File: src/rtl/core/tpa_pkg.sv
package tpa_pkg;

    localparam int LIGHTS_DEFAULT = 4;
    localparam int NUM_WEIGHTS    = 4;

    localparam int WEIGHT_W = 7;
    localparam int GRANT_W  = 2;
    localparam int CTR_W    = 5;
    localparam int MISS_W   = 8;
    localparam int COUNT_W  = 4;
    localparam int CFG_W    = 8;
    localparam int CFG_IDX_W = 3;

    localparam logic signed [CTR_W-1:0] CTR_MAX  = 5'sd15;
    localparam logic [MISS_W-1:0]       MISS_MAX = 8'd255;

    localparam logic [CFG_IDX_W-1:0] REG_REPORTS_PER_DECISION = 3'd0;
    localparam logic [CFG_IDX_W-1:0] REG_WIN_LIMIT            = 3'd1;
    localparam logic [CFG_IDX_W-1:0] REG_LOCK_PENALTY         = 3'd2;
    localparam logic [CFG_IDX_W-1:0] REG_YIELD_PENALTY        = 3'd3;
    localparam logic [CFG_IDX_W-1:0] REG_MISS_THRESHOLD       = 3'd4;

    typedef struct packed {
        logic [3:0] reports_per_decision;
        logic [2:0] win_limit;
        logic [3:0] lock_penalty;
        logic [3:0] yield_penalty;
        logic [7:0] miss_threshold;
    } cfg_t;

    localparam cfg_t CFG_RESET = '{
        reports_per_decision: 4'd4,
        win_limit:            3'd2,
        lock_penalty:         4'd5,
        yield_penalty:        4'd2,
        miss_threshold:       8'd6
    };

    typedef struct packed {
        logic [GRANT_W-1:0]  granted_light;
        logic [WEIGHT_W-1:0] winning_weight;
        logic [3:0]          lock_mask;
        logic                yield_forced;
    } result_t;

endpackage

File: src/rtl/core/traffic_phase_arbiter_core.sv
// A request accepted into the input register is evaluated there. If it closes a decision,
// its result is registered in the result register and shown on the output from there.
// Throughput: one request per cycle. The single evaluation stage between the input register
// and the result register sets this. It stalls only while a finished decision waits behind an
// untaken result. Reset (rst_n low, asynchronous): configuration, counters and valid flags take
// their defaults at once. The weight and result data registers are not reset.
module traffic_phase_arbiter_core #(
    parameter int LIGHTS = tpa_pkg::LIGHTS_DEFAULT
) (
    input  logic                              clk,
    input  logic                              rst_n,
    input  logic                              cfg_write,
    input  logic [tpa_pkg::CFG_IDX_W-1:0]     cfg_index,
    input  logic [tpa_pkg::CFG_W-1:0]         cfg_data,
    input  logic                              in_valid,
    output logic                              in_ready,
    input  logic [tpa_pkg::WEIGHT_W-1:0]      weight_0,
    input  logic [tpa_pkg::WEIGHT_W-1:0]      weight_1,
    input  logic [tpa_pkg::WEIGHT_W-1:0]      weight_2,
    input  logic [tpa_pkg::WEIGHT_W-1:0]      weight_3,
    output logic                              out_valid,
    input  logic                              out_ready,
    output logic [tpa_pkg::GRANT_W-1:0]       granted_light,
    output logic [tpa_pkg::WEIGHT_W-1:0]      winning_weight,
    output logic [3:0]                        lock_mask,
    output logic                              yield_forced
);

    tpa_pkg::cfg_t cfg_reg;

    logic [tpa_pkg::NUM_WEIGHTS-1:0][tpa_pkg::WEIGHT_W-1:0] weight_reg;
    logic                                 in_vld_reg;
    logic [tpa_pkg::COUNT_W-1:0]          report_count_reg;
    logic [tpa_pkg::COUNT_W-1:0]          report_count_next;
    logic signed [tpa_pkg::CTR_W-1:0]     win_counter_reg [LIGHTS];
    logic [tpa_pkg::MISS_W-1:0]           missed_rounds_reg [LIGHTS];
    logic signed [tpa_pkg::CTR_W-1:0]     win_counter_next [LIGHTS];
    logic [tpa_pkg::MISS_W-1:0]           missed_rounds_next [LIGHTS];
    tpa_pkg::result_t                     result_next;
    tpa_pkg::result_t                     result_reg;
    logic                                 out_vld_reg;
    logic                                 decide;
    logic                                 proc;

    assign report_count_next = report_count_reg + 4'd1;
    assign decide = (report_count_next == cfg_reg.reports_per_decision);
    assign proc   = in_vld_reg && (!decide || !out_vld_reg || out_ready);
    assign in_ready = !in_vld_reg || proc;

    tpa_decide #(
        .LIGHTS(LIGHTS)
    ) u_decide (
        .cfg      (cfg_reg),
        .weight   (weight_reg),
        .ctr_cur  (win_counter_reg),
        .miss_cur (missed_rounds_reg),
        .ctr_new  (win_counter_next),
        .miss_new (missed_rounds_next),
        .result   (result_next)
    );

    always_ff @(posedge clk or negedge rst_n)
    begin
        if (!rst_n)
        begin
            cfg_reg <= tpa_pkg::CFG_RESET;
        end
        else if (cfg_write)
        begin
            unique case (cfg_index)
                tpa_pkg::REG_REPORTS_PER_DECISION:
                    cfg_reg.reports_per_decision <= cfg_data[3:0];
                tpa_pkg::REG_WIN_LIMIT:
                    cfg_reg.win_limit <= cfg_data[2:0];
                tpa_pkg::REG_LOCK_PENALTY:
                    cfg_reg.lock_penalty <= cfg_data[3:0];
                tpa_pkg::REG_YIELD_PENALTY:
                    cfg_reg.yield_penalty <= cfg_data[3:0];
                tpa_pkg::REG_MISS_THRESHOLD:
                    cfg_reg.miss_threshold <= cfg_data;
                default:
                    cfg_reg <= cfg_reg;
            endcase
        end
    end

    always_ff @(posedge clk)
    begin
        if (in_valid && in_ready)
        begin
            weight_reg <= {weight_3, weight_2, weight_1, weight_0};
        end
        if (proc && decide)
        begin
            result_reg <= result_next;
        end
    end

    always_ff @(posedge clk or negedge rst_n)
    begin
        if (!rst_n)
        begin
            in_vld_reg       <= 1'b0;
            out_vld_reg      <= 1'b0;
            report_count_reg <= '0;
            for (int i = 0; i < LIGHTS; i++)
            begin
                win_counter_reg[i]   <= '0;
                missed_rounds_reg[i] <= '0;
            end
        end
        else
        begin
            if (in_ready)
            begin
                in_vld_reg <= in_valid;
            end
            if (proc && decide)
            begin
                out_vld_reg <= 1'b1;
            end
            else if (out_ready)
            begin
                out_vld_reg <= 1'b0;
            end
            if (proc)
            begin
                if (decide)
                begin
                    report_count_reg <= '0;
                    for (int i = 0; i < LIGHTS; i++)
                    begin
                        win_counter_reg[i]   <= win_counter_next[i];
                        missed_rounds_reg[i] <= missed_rounds_next[i];
                    end
                end
                else
                begin
                    report_count_reg <= report_count_next;
                end
            end
        end
    end

    assign out_valid      = out_vld_reg;
    assign granted_light  = result_reg.granted_light;
    assign winning_weight = result_reg.winning_weight;
    assign lock_mask      = result_reg.lock_mask;
    assign yield_forced   = result_reg.yield_forced;

`ifndef SYNTHESIS
    assert property (@(posedge clk) disable iff (!rst_n)
        (in_vld_reg && !in_ready) |-> (out_vld_reg && !out_ready && decide))
    else $error("Input stage stalled without a waiting result.");

    assert property (@(posedge clk) disable iff (!rst_n)
        (proc && !decide) |=> (report_count_reg == $past(report_count_next)))
    else $error("Report count did not advance on a non-deciding request.");

    assert property (@(posedge clk) disable iff (!rst_n)
        (out_valid && out_ready && !(proc && decide)) |=> !out_valid)
    else $error("Result was repeated after it was taken.");

    assert property (@(posedge clk) disable iff (!rst_n)
        (proc && decide) |=> (out_valid && report_count_reg == '0))
    else $error("Decision did not produce a result and restart the count.");
`endif

endmodule

File: src/rtl/core/tpa_decide.sv
module tpa_decide #(
    parameter int LIGHTS = tpa_pkg::LIGHTS_DEFAULT
) (
    input  tpa_pkg::cfg_t                           cfg,
    input  logic [tpa_pkg::NUM_WEIGHTS-1:0][tpa_pkg::WEIGHT_W-1:0] weight,
    input  logic signed [tpa_pkg::CTR_W-1:0]        ctr_cur [LIGHTS],
    input  logic [tpa_pkg::MISS_W-1:0]              miss_cur [LIGHTS],
    output logic signed [tpa_pkg::CTR_W-1:0]        ctr_new [LIGHTS],
    output logic [tpa_pkg::MISS_W-1:0]              miss_new [LIGHTS],
    output tpa_pkg::result_t                        result
);

    localparam int IDX_W = (LIGHTS > 1) ? $clog2(LIGHTS) : 1;

    logic [tpa_pkg::WEIGHT_W-1:0] best;
    logic [IDX_W-1:0]             chosen;
    logic [tpa_pkg::GRANT_W-1:0]  chosen_grant;
    logic [tpa_pkg::WEIGHT_W-1:0] w;
    logic [3:0]                   lock_bits;
    logic                         yielded;
    logic signed [tpa_pkg::CTR_W-1:0] lim;
    logic signed [tpa_pkg::CTR_W-1:0] lock_val;
    logic signed [tpa_pkg::CTR_W-1:0] yield_val;

    assign lim       = $signed({2'b00, cfg.win_limit});
    assign lock_val  = -$signed({1'b0, cfg.lock_penalty});
    assign yield_val = -$signed({1'b0, cfg.yield_penalty});

    always_comb
    begin
        best         = '0;
        chosen       = '0;
        chosen_grant = '0;
        for (int i = 0; i < LIGHTS; i++)
        begin
            w = '0;
            if (i < tpa_pkg::NUM_WEIGHTS && ctr_cur[i] >= 0)
            begin
                w = weight[i % tpa_pkg::NUM_WEIGHTS];
            end
            if (w > best)
            begin
                best         = w;
                chosen       = IDX_W'(i);
                chosen_grant = tpa_pkg::GRANT_W'(i);
            end
        end
    end

    always_comb
    begin
        lock_bits = '0;
        yielded   = 1'b0;
        for (int i = 0; i < LIGHTS; i++)
        begin
            if (chosen == IDX_W'(i) || ctr_cur[i] < 0)
            begin
                ctr_new[i]  = (ctr_cur[i] < tpa_pkg::CTR_MAX) ? ctr_cur[i] + 5'sd1
                                                              : ctr_cur[i];
                miss_new[i] = '0;
            end
            else
            begin
                ctr_new[i]  = '0;
                miss_new[i] = (miss_cur[i] < tpa_pkg::MISS_MAX) ? miss_cur[i] + 8'd1
                                                                : miss_cur[i];
            end
        end
        // Lights are checked in index order, so a yield can change the
        // counters that later lights are checked against.
        for (int i = 0; i < LIGHTS; i++)
        begin
            if (ctr_new[i] == lim)
            begin
                ctr_new[i] = lock_val;
                if (i < 4)
                begin
                    lock_bits[i % 4] = 1'b1;
                end
            end
            else if (miss_new[i] == cfg.miss_threshold)
            begin
                yielded = 1'b1;
                for (int j = 0; j < LIGHTS; j++)
                begin
                    if (j != i)
                    begin
                        ctr_new[j] = yield_val;
                    end
                end
            end
        end
    end

    assign result.granted_light  = chosen_grant;
    assign result.winning_weight = best;
    assign result.lock_mask      = lock_bits;
    assign result.yield_forced   = yielded;

endmodule
File: config.mk
export PLATFORM = sky130hd
export DESIGN_NAME = traffic_phase_arbiter_core
export DESIGN_NICKNAME = d
export VERILOG_FILES = /design/src/rtl/core/tpa_pkg.sv /design/src/rtl/core/traffic_phase_arbiter_core.sv /design/src/rtl/core/tpa_decide.sv
export SDC_FILE = /design/constraint.sdc
export NUM_CORES = 1
export LEC_CHECK = 0
export ABC_CLOCK_PERIOD_IN_PS = 17300
export BUFFER_PORTS_ARGS = -buffer_cell sky130_fd_sc_hd__buf_2
export CELL_PAD_IN_SITES_DETAIL_PLACEMENT = 0
export CELL_PAD_IN_SITES_GLOBAL_PLACEMENT = 1
export CORE_ASPECT_RATIO = 0.6
export CORE_MARGIN = 2
export CORE_UTILIZATION = 51
export CTS_CLUSTER_SIZE = 16
export DETAILED_ROUTE_END_ITERATION = 10
export PLACE_DENSITY = 0.9
export SYNTH_ARGS = -nofsm -noshare
export SYNTH_HDL_FRONTEND = slang
export SYNTH_SLANG_ARGS = --single-unit
File: constraint.sdc
create_clock -name clk -period 17.3 [get_ports clk]
set_clock_uncertainty 0.15 [all_clocks]
set_input_delay 3.46 -clock clk [delete_from_list [all_inputs] [get_ports clk]]
set_output_delay 3.46 -clock clk [all_outputs]
set_load 0.03 [all_outputs]
Word level (Yosys, flattened, before mapping) --
Index checks and enable logic that the tools add are counted.
Cells by class: add/subtract/negate cells 11, multipliers 0, divide/modulo/power cells 0, $lt $le $gt $ge 20, equal/unequal tests 16, shifts and indexed selects 0, mux-type cells 58, bitwise operators 0, reduce and logical (&&, ||, !) cells 22
Operators with widths (count):
- $mux 5 | 16
- $mux 8 | 8
- $mux 15 | 4
- $mux 7 | 8
- $mux 10 | 4
- $add 8x1->8 const B | 4
- $eq 8x8->1 | 4
- $lt 8x8->1 const B | 4
- $gt 7x7->1 | 3
- $add 5x2->5 const B | 4
- $eq 5x4->1 | 4
- $ge 5x1->1 const B | 4
- $lt 5x1->1 const B | 4
- $lt 5x5->1 const B | 4
- $mux 1 | 15
- $reduce_and 2->1 | 6
- $neg 4->5 | 2
- $gt 7x1->1 const B | 1
- $logic_or 1x1->1 | 7
- $eq 3x2->1 const B | 2
- $add 4x1->4 const B | 1
- $eq 2x2->1 const B | 2
- $eq 4x4->1 | 1
- $mux 2 | 2
- other kinds (9) | 13
Storage, ports and cells: register bits 123, bits in latches 0, memory bits (writable) 0, memory bits (read-only) 0, input bits 44, output and inout bits 16, word-level logic and storage cells 151, memories 0

Depth between registers and ports, before layout --
Gate-level depths: netlist of the first run.
depth in word-level cells 22, mapped depth 34, gate-level depth less buffers 28

Modules after synthesis --
A second synthesis of the first run with hierarchy kept.
Second synthesis, totals: cell total of the unflattened synthesis 926, area, all modules 9032.4 um^2
Modules (own cells, without submodules):
- traffic_phase_arbiter_core | instances 1, cells each 242, area each 4702.0 um^2, sequential area each 3296.9 um^2
- tpa_decide | instances 1, cells each 684, area each 4330.4 um^2, sequential area each 0.0 um^2

Least setup slack after synthesis of the first run --
Ideal clock, no wire load.
path type input to output, start point input port out_ready, end point output port in_ready, data arrival time 3.870 ns, required time 13.690 ns, slack 9.820 ns, cell stages on the path 1, path buffers 0, cell sequence nand4b_1
On the way: cells in the longest elaborated chain, start to end 3
Ends and longest elaborated chain:
- start, declared | line traffic_phase_arbiter_core.sv:22 | input logic out_ready,
- $logic_or 1x1->1 | line traffic_phase_arbiter_core.sv:47 | assign proc = in_vld_reg && (!decide || !out_vld_reg || out_ready);
- $logic_and 1x1->1 | line traffic_phase_arbiter_core.sv:47
- $logic_or 1x1->1 | line traffic_phase_arbiter_core.sv:48 | assign in_ready = !in_vld_reg || proc;
- end, declared | line traffic_phase_arbiter_core.sv:16 | output logic in_ready,
Every way passes these cells.

Worst setup path in the final report of the first run --
start point register win_counter_reg[14] (netlist name), end point register win_counter_reg[9] (netlist name)
On the way: cells in the longest elaborated chain, start to end 20, elaborated cells between the ends (all ways) 47, those cells by class add/sub: 1; order compare: 6; eq/ne: 11; mux: 24; reduce/logical: 5
Ends and longest elaborated chain:
- start, declared | line traffic_phase_arbiter_core.sv:35 | logic signed [tpa_pkg::CTR_W-1:0] win_counter_reg [LIGHTS];
- start signal, assigned by index | line traffic_phase_arbiter_core.sv:133 | win_counter_reg[i] <= win_counter_next[i];
- $ge 5x1->1 | line tpa_decide.sv:37 | if (i < tpa_pkg::NUM_WEIGHTS && ctr_cur[i] >= 0)
- $mux 7 | line tpa_decide.sv:37
- $gt 7x7->1 | line tpa_decide.sv:41 | if (w > best)
- $mux 7 | line tpa_decide.sv:41
- $gt 7x7->1 | line tpa_decide.sv:41
- $mux 7 | line tpa_decide.sv:41
- $gt 7x7->1 | line tpa_decide.sv:41
- $mux 2
- (+4 left out)
- $mux 15 | line tpa_decide.sv:81 | else if (miss_new[i] == cfg.miss_threshold)
- $mux 15 | line tpa_decide.sv:73 | if (ctr_new[i] == lim)
- $eq 5x4->1 or $mux 10 (tied branches) | line tpa_decide.sv:73, tpa_decide.sv:81
- $mux 10 | line tpa_decide.sv:73
- $eq 5x4->1 or $mux 5 (tied branches) | line tpa_decide.sv:73, tpa_decide.sv:81
- $mux 5 | line tpa_decide.sv:73
- $eq 5x4->1 or $mux 15 (tied branches) | line tpa_decide.sv:73, tpa_decide.sv:81
- $mux 15 (*) | line tpa_decide.sv:73
Every way passes the cells marked *; elsewhere a longest branch is shown, timed or not. A chain may end at the register's enable or synchronous reset.

==> results.md, run 1 <==
- Clk Latency, worst-skew pair: 0.42 ns
- CP Data Required Time: 17.45 ns
- Clock Sinks: 123
- Worst slew pin tran: 1.064 ns
- Area grow syn2layout: 10.96%
- CP endpoint: win_counter_reg[9]
- Crit path max-delay family: compound AO/OA/AOI/OAI gates
- Pre-antenna DRT Iters: 6
- CP arrival: 8.02 ns
- Met2 WL: 8910 um
- WS Path Type: reg2reg
- Prevailing post-synth register cell: dfrtp_1
- Maxcap violations: 0
- Crit-path slowest cell: dfrtp_1
- R2R Path Start: win_counter_reg[14]
- Synth async-reset ratio: 65.85%
- First-pass GRT wire length: 38250 um
- Sequential element share of the synthesized area: 37.70%
- Final hold viol count: 0
- Hold Crit Class: reg2reg
- Syn Std Cell Area: 8745 sq um
- Resized cells post-CTS: 0
- Share of cells above drive strength 1: 16.87%
- Vias/cell: 6.205
- DR iter-0 viols: 1041
- Max_slew headroom: 28.97%
- Root Driver: clkbuf_16
- Commonest non-fill, non-tap cells in the layout: nand2_1 (101), o21ai_0 (75), dfrtp_1 (74)
- Max FFs per register: 32
- Die width: 173.1 um
- Filler Cell Count: 1520
- Area share of the largest cell type after synthesis: 21.18%
- Pwr Density: 174.6 nW/um^2
- Maximum VDD drop: 0.0001124 V
- Final setup violation count: 0
- Worst Path Max Fanout: 20
- Total clock buffers created by CTS: 17
- Clock-pin slew on the worst setup and hold paths: 0.06 ns
- Period utilization: 45.47%
- Global route overflow: 0
- Crit. Startpoint: win_counter_reg[14]
- GR Util All Layers: 26.51%
- Mapped Cells: 964
- P_leak: 3.817 nW
- Met3 wire length: 2392 um
- Fmax: 0.1271 GHz
- Layout net count: 1071
- Port Buf Inserts: 59
- Pins Over Slew Limit: 0
- Worst stage delay on the critical path: 0.79 ns
- Power Total: 1.694 mW
- Setup slack, reg-to-reg: 9.43 ns
- Diodes inserted: 0
- Final critical-path required period: 7.866 ns
- Die ar.: 18240 sq um
- Placement Rows: 37
- Initial antenna violation count: 0
- Critical R2R Capture: win_counter_reg[9]
- Total number of vias: 7706
- H-tree Lvls: 4
- TritonCTS clock tree: done
- Total Wirelength: 23460 um
- Hold buffers post-CTS: 0
- Core Util, Final: 57.27%
- Clk buf depth: 2
- Num ports: 60
- EDFF count, synth: 42
- Routed len/inst: 18.89 um
- DRC: 0
- Synth Net Count: 1040
- Post-CTS Setup Bufs: 0
- Synth unique cells: 103
- Ranking of synthesized cells by area: dfrtp_1 (21%), edfxtp_1 (14%), ha_1 (4.6%)
- DR top layer: met4
- WP depth: 25
- Hold WS: 0.3814 ns
- Worst r2r path cells: 25
- Core Footprint: 16940 sq um
- M1 WL: 12000 um
- Largest net degree at the start of global routing: 62
- Most common cell after layout, fill and taps aside: nand2_1
- Crit. End Element: flop
- Synth Register Bits: 123
- Mean Syn Cell Area: 9.071 sq um
- Die H: 105.4 um
- Status: completed
- Unrepaired setup endpoints after global routing: no
- Final HPWL DP: 16880 um
- Synth warn: 0
- Initial Utilization: 51.61%
- Gpl congestion: 0.9554
- Vias in the first global route: 7001
- Final ANT Viol Nets: 0
- Buf/Inv on CP: 0
- CP startpoint kind: flop
- Setup TNS Final: 0 ns
- Yosys top cell by area: dfrtp_1
==> power by group <==
part	switching, mW	internal, mW	leakage (nW)
clock network	0.144	0.213	0.281
logic	0.559	0.311	2.10
registers	0.0939	0.373	1.44
total	0.797	0.897	3.82
==> cell usage after synthesis (17+ instances only) <==
library cell and count:
a21oi_1 68, clkbuf_1 28, dfrtp_1 74, edfxtp_1 42
ha_1 32, inv_1 24, mux2_2 21, nand2_1 101
nand2b_1 17, nand3_1 33, nand4_1 19, nor2_1 59
nor2b_1 27, o21ai_0 75, xnor2_1 26
==> metal layers <==
layer	up-vias	global-route usage (%)
met3	14	6.133
met2	364	34.14
met1	3659	43.72
li1	3669	-
met4	0	5.206
met5	-	0
==> how the worst min path moves through the flow <==
stage                                from                    end  slack (ns)  cells past startpoint
floorplan           missed_rounds_reg[25]  missed_rounds_reg[25]        0.34                      2
global placement      report_count_reg[1]    report_count_reg[1]        0.37                      1
detailed placement            cfg_reg[22]            cfg_reg[22]        0.38                      1
CTS                           cfg_reg[22]            cfg_reg[22]        0.38                      1
global route                  cfg_reg[22]            cfg_reg[22]        0.39                      1
finish                        cfg_reg[22]            cfg_reg[22]        0.38                      1
==> worst register-to-register path: cells and delay by family, from the launching register on <==
| kind | cells | cell delay, ns |
|---|---|---|
| flip-flops | 1 | 0.79 |
| adder cells (fa/ha/maj) | 3 | 1.03 |
| AO/OA/AOI/OAI | 13 | 3.25 |
| AND/OR/NAND/NOR | 9 | 2.53 |
==> through the flow <==
stage / instance area, sq um / instances / setup WS [ns]
2_1_floorplan: 8745 / 964 / 9.820
3_3_place_gp: 9128 / 1210 / 9.702
3_5_place_dp: 9128 / 1210 / 9.613
4_1_cts: 9703 / 1242 / 9.619
5_1_grt: 9703 / 1242 / 8.830
6_report: 9703 / 1242 / 9.434
==> logic make-up after synthesis <==
kind of cell / after synthesis / share of synthesized area [%]
buffers and inverters: 78 / 3.935
DFF: 123 / 37.70
adders and majority gates: 32 / 4.579
muxes: 39 / 4.922
AOI/OAI and AO/OA: 294 / 22.55
xor gates and xnor gates: 43 / 4.393
and+or+nand+nor: 355 / 21.92
==> final cells by class <==
type	instances	area, sq um	share of cell area [%]
clock buffers	18	429.2	4.423
inverters	27	101.3	1.044
repair buffers	63	327.8	3.378
clock inverters	14	146.4	1.509
flip-flops and latches	123	3297	33.98
well taps	234	292.8	3.017
multi-input cells	763	5109	52.65
Power figures use the tool's default switching activity.
==> inputs of run 2 (changes only) <==
--- a/config.mk
+++ b/config.mk
@@ -5,16 +5,17 @@
 export SDC_FILE = /design/constraint.sdc
 export NUM_CORES = 1
 export LEC_CHECK = 0
-export ABC_CLOCK_PERIOD_IN_PS = 17300
+export ABC_AREA = 1
+export ABC_CLOCK_PERIOD_IN_PS = 6740
 export BUFFER_PORTS_ARGS = -buffer_cell sky130_fd_sc_hd__buf_2
 export CELL_PAD_IN_SITES_DETAIL_PLACEMENT = 0
 export CELL_PAD_IN_SITES_GLOBAL_PLACEMENT = 1
 export CORE_ASPECT_RATIO = 0.6
 export CORE_MARGIN = 2
-export CORE_UTILIZATION = 51
+export CORE_UTILIZATION = 41
 export CTS_CLUSTER_SIZE = 16
 export DETAILED_ROUTE_END_ITERATION = 10
-export PLACE_DENSITY = 0.9
+export PLACE_DENSITY = 0.82
 export SYNTH_ARGS = -nofsm -noshare
 export SYNTH_HDL_FRONTEND = slang
 export SYNTH_SLANG_ARGS = --single-unit
==> constraint.sdc (replaced) <==
create_clock -name clk -period 6.74 [get_ports clk]
set_clock_uncertainty 0.15 [all_clocks]
set_input_delay 1.348 -clock clk [delete_from_list [all_inputs] [get_ports clk]]
set_output_delay 1.348 -clock clk [all_outputs]
set_load 0.03 [all_outputs]
==> results.md, run 2 <==
- Status: finished, violations left (was completed)
- Failing checks: negative setup slack
- Pre-antenna DRT Iters: 5 (was 6)
- Routed len/inst: 16.25 um (was 18.89 um)
- CP Data Required Time: 6.91 ns (was 17.45 ns)
- DRC: 0 (unchanged)
- Pins Over Slew Limit: 0 (unchanged)
- Synth unique cells: 45 (was 103)
- Syn Std Cell Area: 8737 sq um (was 8745 sq um)
- DR iter-0 viols: 830 (was 1041)
- Die H: 117.1 um (was 105.4 um)
- EDFF count, synth: 42 (unchanged)
- Area grow syn2layout: 28.33% (was 10.96%)
- P_leak: 5.340 nW (was 3.817 nW)
- Fmax: 0.1448 GHz (was 0.1271 GHz)
- DR top layer: met4 (unchanged)
- Layout net count: 1468 (was 1071)
- Power Total: 7.089 mW (was 1.694 mW)
- Period utilization: 102.4% (was 45.47%)
- Share of cells above drive strength 1: 24.91% (was 16.87%)
- First-pass GRT wire length: 41410 um (was 38250 um)
- Comb pwr share: 70.7% (was 51.4%)
- Port Buf Inserts: 59 (unchanged)
- Prevailing post-synth register cell: dfrtp_1 (unchanged)
- Final HPWL DP: 19810 um (was 16880 um)
- Number of instances in the placed design: 1618 (was 1210)
- Total clock buffers created by CTS: 17 (unchanged)
- H-tree Lvls: 4 (unchanged)
- Met3 wire length: 2421 um (was 2392 um)
- Switching Share: 48.48% (was 47.07%)
- Die width: 192.5 um (was 173.1 um)
- Max FFs per register: 32 (unchanged)
- Mapped Cells: 1229 (was 964)
- Ranking of synthesized cells by area: dfrtp_1 (21%), nand2_1 (17%), edfxtp_1 (14%) (was dfrtp_1 (21%), edfxtp_1 (14%), ha_1 (4.6%))
- Synth Net Count: 1305 (was 1040)
- GR Util All Layers: 24.40% (was 26.51%)
- Core Util, Final: 53.44% (was 57.27%)
- Yosys top cell by area: dfrtp_1 (unchanged)
- WS Path Type: reg2reg (unchanged)
- PnR worst setup slack: -0.1643 ns (was 9.434 ns)
- Most common cell after layout, fill and taps aside: nand2_1 (unchanged)
- Post-synth top cells: nand2_1 (400), inv_1 (123), o21ai_0 (121), nand3_1 (109), nor2_1 (79) (was nand2_1 (101), o21ai_0 (75), dfrtp_1 (74), a21oi_1 (68), nor2_1 (59))
- Crit-path slowest cell: dfrtp_4 (was dfrtp_1)
- Worst slew pin tran: 1.102 ns (was 1.064 ns)
- Mean Syn Cell Area: 7.109 sq um (was 9.071 sq um)
- Total number of vias: 8760 (was 7706)
- Vias in the first global route: 7716 (was 7001)
- Worst Path Max Fanout: 10 (was 20)
- Most common cell in the netlist: nand2_1 (unchanged)
- CP startpoint kind: flop (unchanged)
- CP arrival: 7.07 ns (was 8.02 ns)
- Clock-pin slew on the worst setup and hold paths: 0.06 ns (about the same)
- Switching pwr: 3.437 mW (was 797.4 uW)
- Clk buf depth: 2 (unchanged)
- Clock Sinks: 123 (unchanged)
- Final hold viol count: 0 (unchanged)
- Setup TNS Final: -2.964 ns (was 0 ns)
- Unrepaired setup endpoints after global routing: yes (was no)
- Final ANT Viol Nets: 0 (unchanged)
- Sequential power share: 16.1% (was 27.6%)
- Num ports: 60 (unchanged)
- Clock share of power: 13.2% (was 21.1%)
- Maxcap violations: 0 (unchanged)
- Placement Rows: 41 (was 37)
- Diodes inserted: 0 (unchanged)
- Synth warn: 0 (unchanged)
- Max_slew headroom: 26.36% (was 28.97%)
- Crit. End Element: flop (unchanged)
- Global route overflow: 0 (unchanged)
- Fin cells: 1684 (was 1242)
- Gpl congestion: 1.028 (was 0.9554)
- Final setup violation count: 22 (was 0)
- Maximum VDD drop: 0.0003621 V (was 0.0001124 V)
- Final critical-path required period: 6.904 ns (was 7.866 ns)
- Internal power: 3.652 mW (was 896.6 uW)
- Pwr Density: 632.3 nW/um^2 (was 174.6 nW/um^2)
- Largest net degree at the start of global routing: 56 (was 62)
- Initial Utilization: 41.64% (was 51.61%)
- Synth async-reset ratio: 65.85% (unchanged)
- Clk Latency, worst-skew pair: 0.43 ns (was 0.42 ns)
- Met2 WL: 10730 um (was 8910 um)
- Most Frequent Cell on Critical Path: nand2_1
- Die ar.: 22530 sq um (was 18240 sq um)
- Worst stage delay on the critical path: 0.58 ns (was 0.79 ns)
- Sequential element share of the synthesized area: 37.73% (was 37.70%)
- Total Wirelength: 27370 um (was 23460 um)
- Vias/cell: 5.202 (was 6.205)
- Core Footprint: 20980 sq um (was 16940 sq um)
- Area share of the largest cell type after synthesis: 21.19% (was 21.18%)
- Synth Register Bits: 123 (unchanged)
- Filler Cell Count: 1996 (was 1520)
- Commonest non-fill, non-tap cells in the layout: nand2_1 (360), inv_1 (121), buf_4 (104) (was nand2_1 (101), o21ai_0 (75), dfrtp_1 (74))
- Hold Crit Class: reg2reg (unchanged)
- TritonCTS clock tree: done (unchanged)
- M1 WL: 13870 um (was 12000 um)
- Root Driver: clkbuf_16 (unchanged)
- Initial antenna violation count: 0 (unchanged)
==> run 2: cell type report <==
type	instances	area (sq um)	area share, %
Tap cell	279	349.1	3.113
Inverter	134	509.2	4.542
Multi-Input combinational cell	934	5140	45.84
Clock inverter	9	108.9	0.9709
Clock buffer	23	488.0	4.352
Timing Repair Buffer	182	1316	11.74
Sequential cell	123	3301	29.44
==> run 2: logic make-up after synthesis <==
logic type	share of synthesized area, %
simple gates	32.91
compound gates	11.73
buf+inv	8.506
flops	37.73
xor+xnor	4.411
fa+ha+maj	4.583
mux	0.1289
==> run 2: worst paths after layout <==
| path | start | end | slack (ns) | cells past startpoint |
|---|---|---|---|---|
| hold / removal | missed_rounds_reg[13] | missed_rounds_reg[13] | 0.33 | 2 |
| setup reg to reg | win_counter_reg[14] | win_counter_reg[2] | -0.16 | 53 |
| max in group asynchronous | rst_n | cfg_reg[11] | 4.66 | 2 |
| hold reg to reg | missed_rounds_reg[13] | missed_rounds_reg[13] | 0.33 | 2 |
| min in group asynchronous | rst_n | win_counter_reg[1] | 0.69 | 1 |
| setup / recovery | win_counter_reg[14] | win_counter_reg[2] | -0.16 | 53 |
==> run 2: timing repair <==
action	in CTS	in global routing
resized for setup	58	95
gates cloned	2	3
hold buffers	0	0
buffers inserted	14	15
setup endpoints to repair	22	23
pin swaps	14	56
==> run 2: power by group through the flow <==
| stage | Combinational [mW] | Sequential [mW] | Clock, mW |
|---|---|---|---|
| 2_1_floorplan | 2.69 | 1.11 | 0 |
| 3_3_place_gp | 3.96 | 1.13 | 0 |
| 3_5_place_dp | 3.97 | 1.13 | 0 |
| 4_1_cts | 4.32 | 1.13 | 0.950 |
| 5_1_grt | 5.49 | 1.16 | 0.983 |
| 6_report | 5.01 | 1.14 | 0.938 |
==> run 2: through the flow <==
step           setup WS (ns)  instance area [sq um]  hold slack [ns]
2_1_floorplan        0.02914                   8738           0.3030
3_3_place_gp         -0.1952                   9853           0.3171
3_5_place_dp         -0.3137                   9853           0.3230
4_1_cts             0.006344                  10740           0.3382
5_1_grt              -0.6312                  11210           0.3600
6_report             -0.1643                  11210           0.3331
==> run 2: worst max-delay path, delay by kind of cell, from the launching register on <==
kind / cells / cell delay (ns)
flip-flops: 1 / 0.58
AO/OA/AOI/OAI: 3 / 0.31
adder cells (fa/ha/maj): 3 / 0.70
AND/OR/NAND/NOR: 39 / 3.85
buffers and inverters: 8 / 1.19
==> run 2: routing by layer <==
metal / vias to the layer above / track usage (%)
li1: 4351 / -
met1: 4076 / 37.89
met2: 301 / 32.95
met3: 32 / 6.738
met4: 0 / 5.700
met5: - / 0
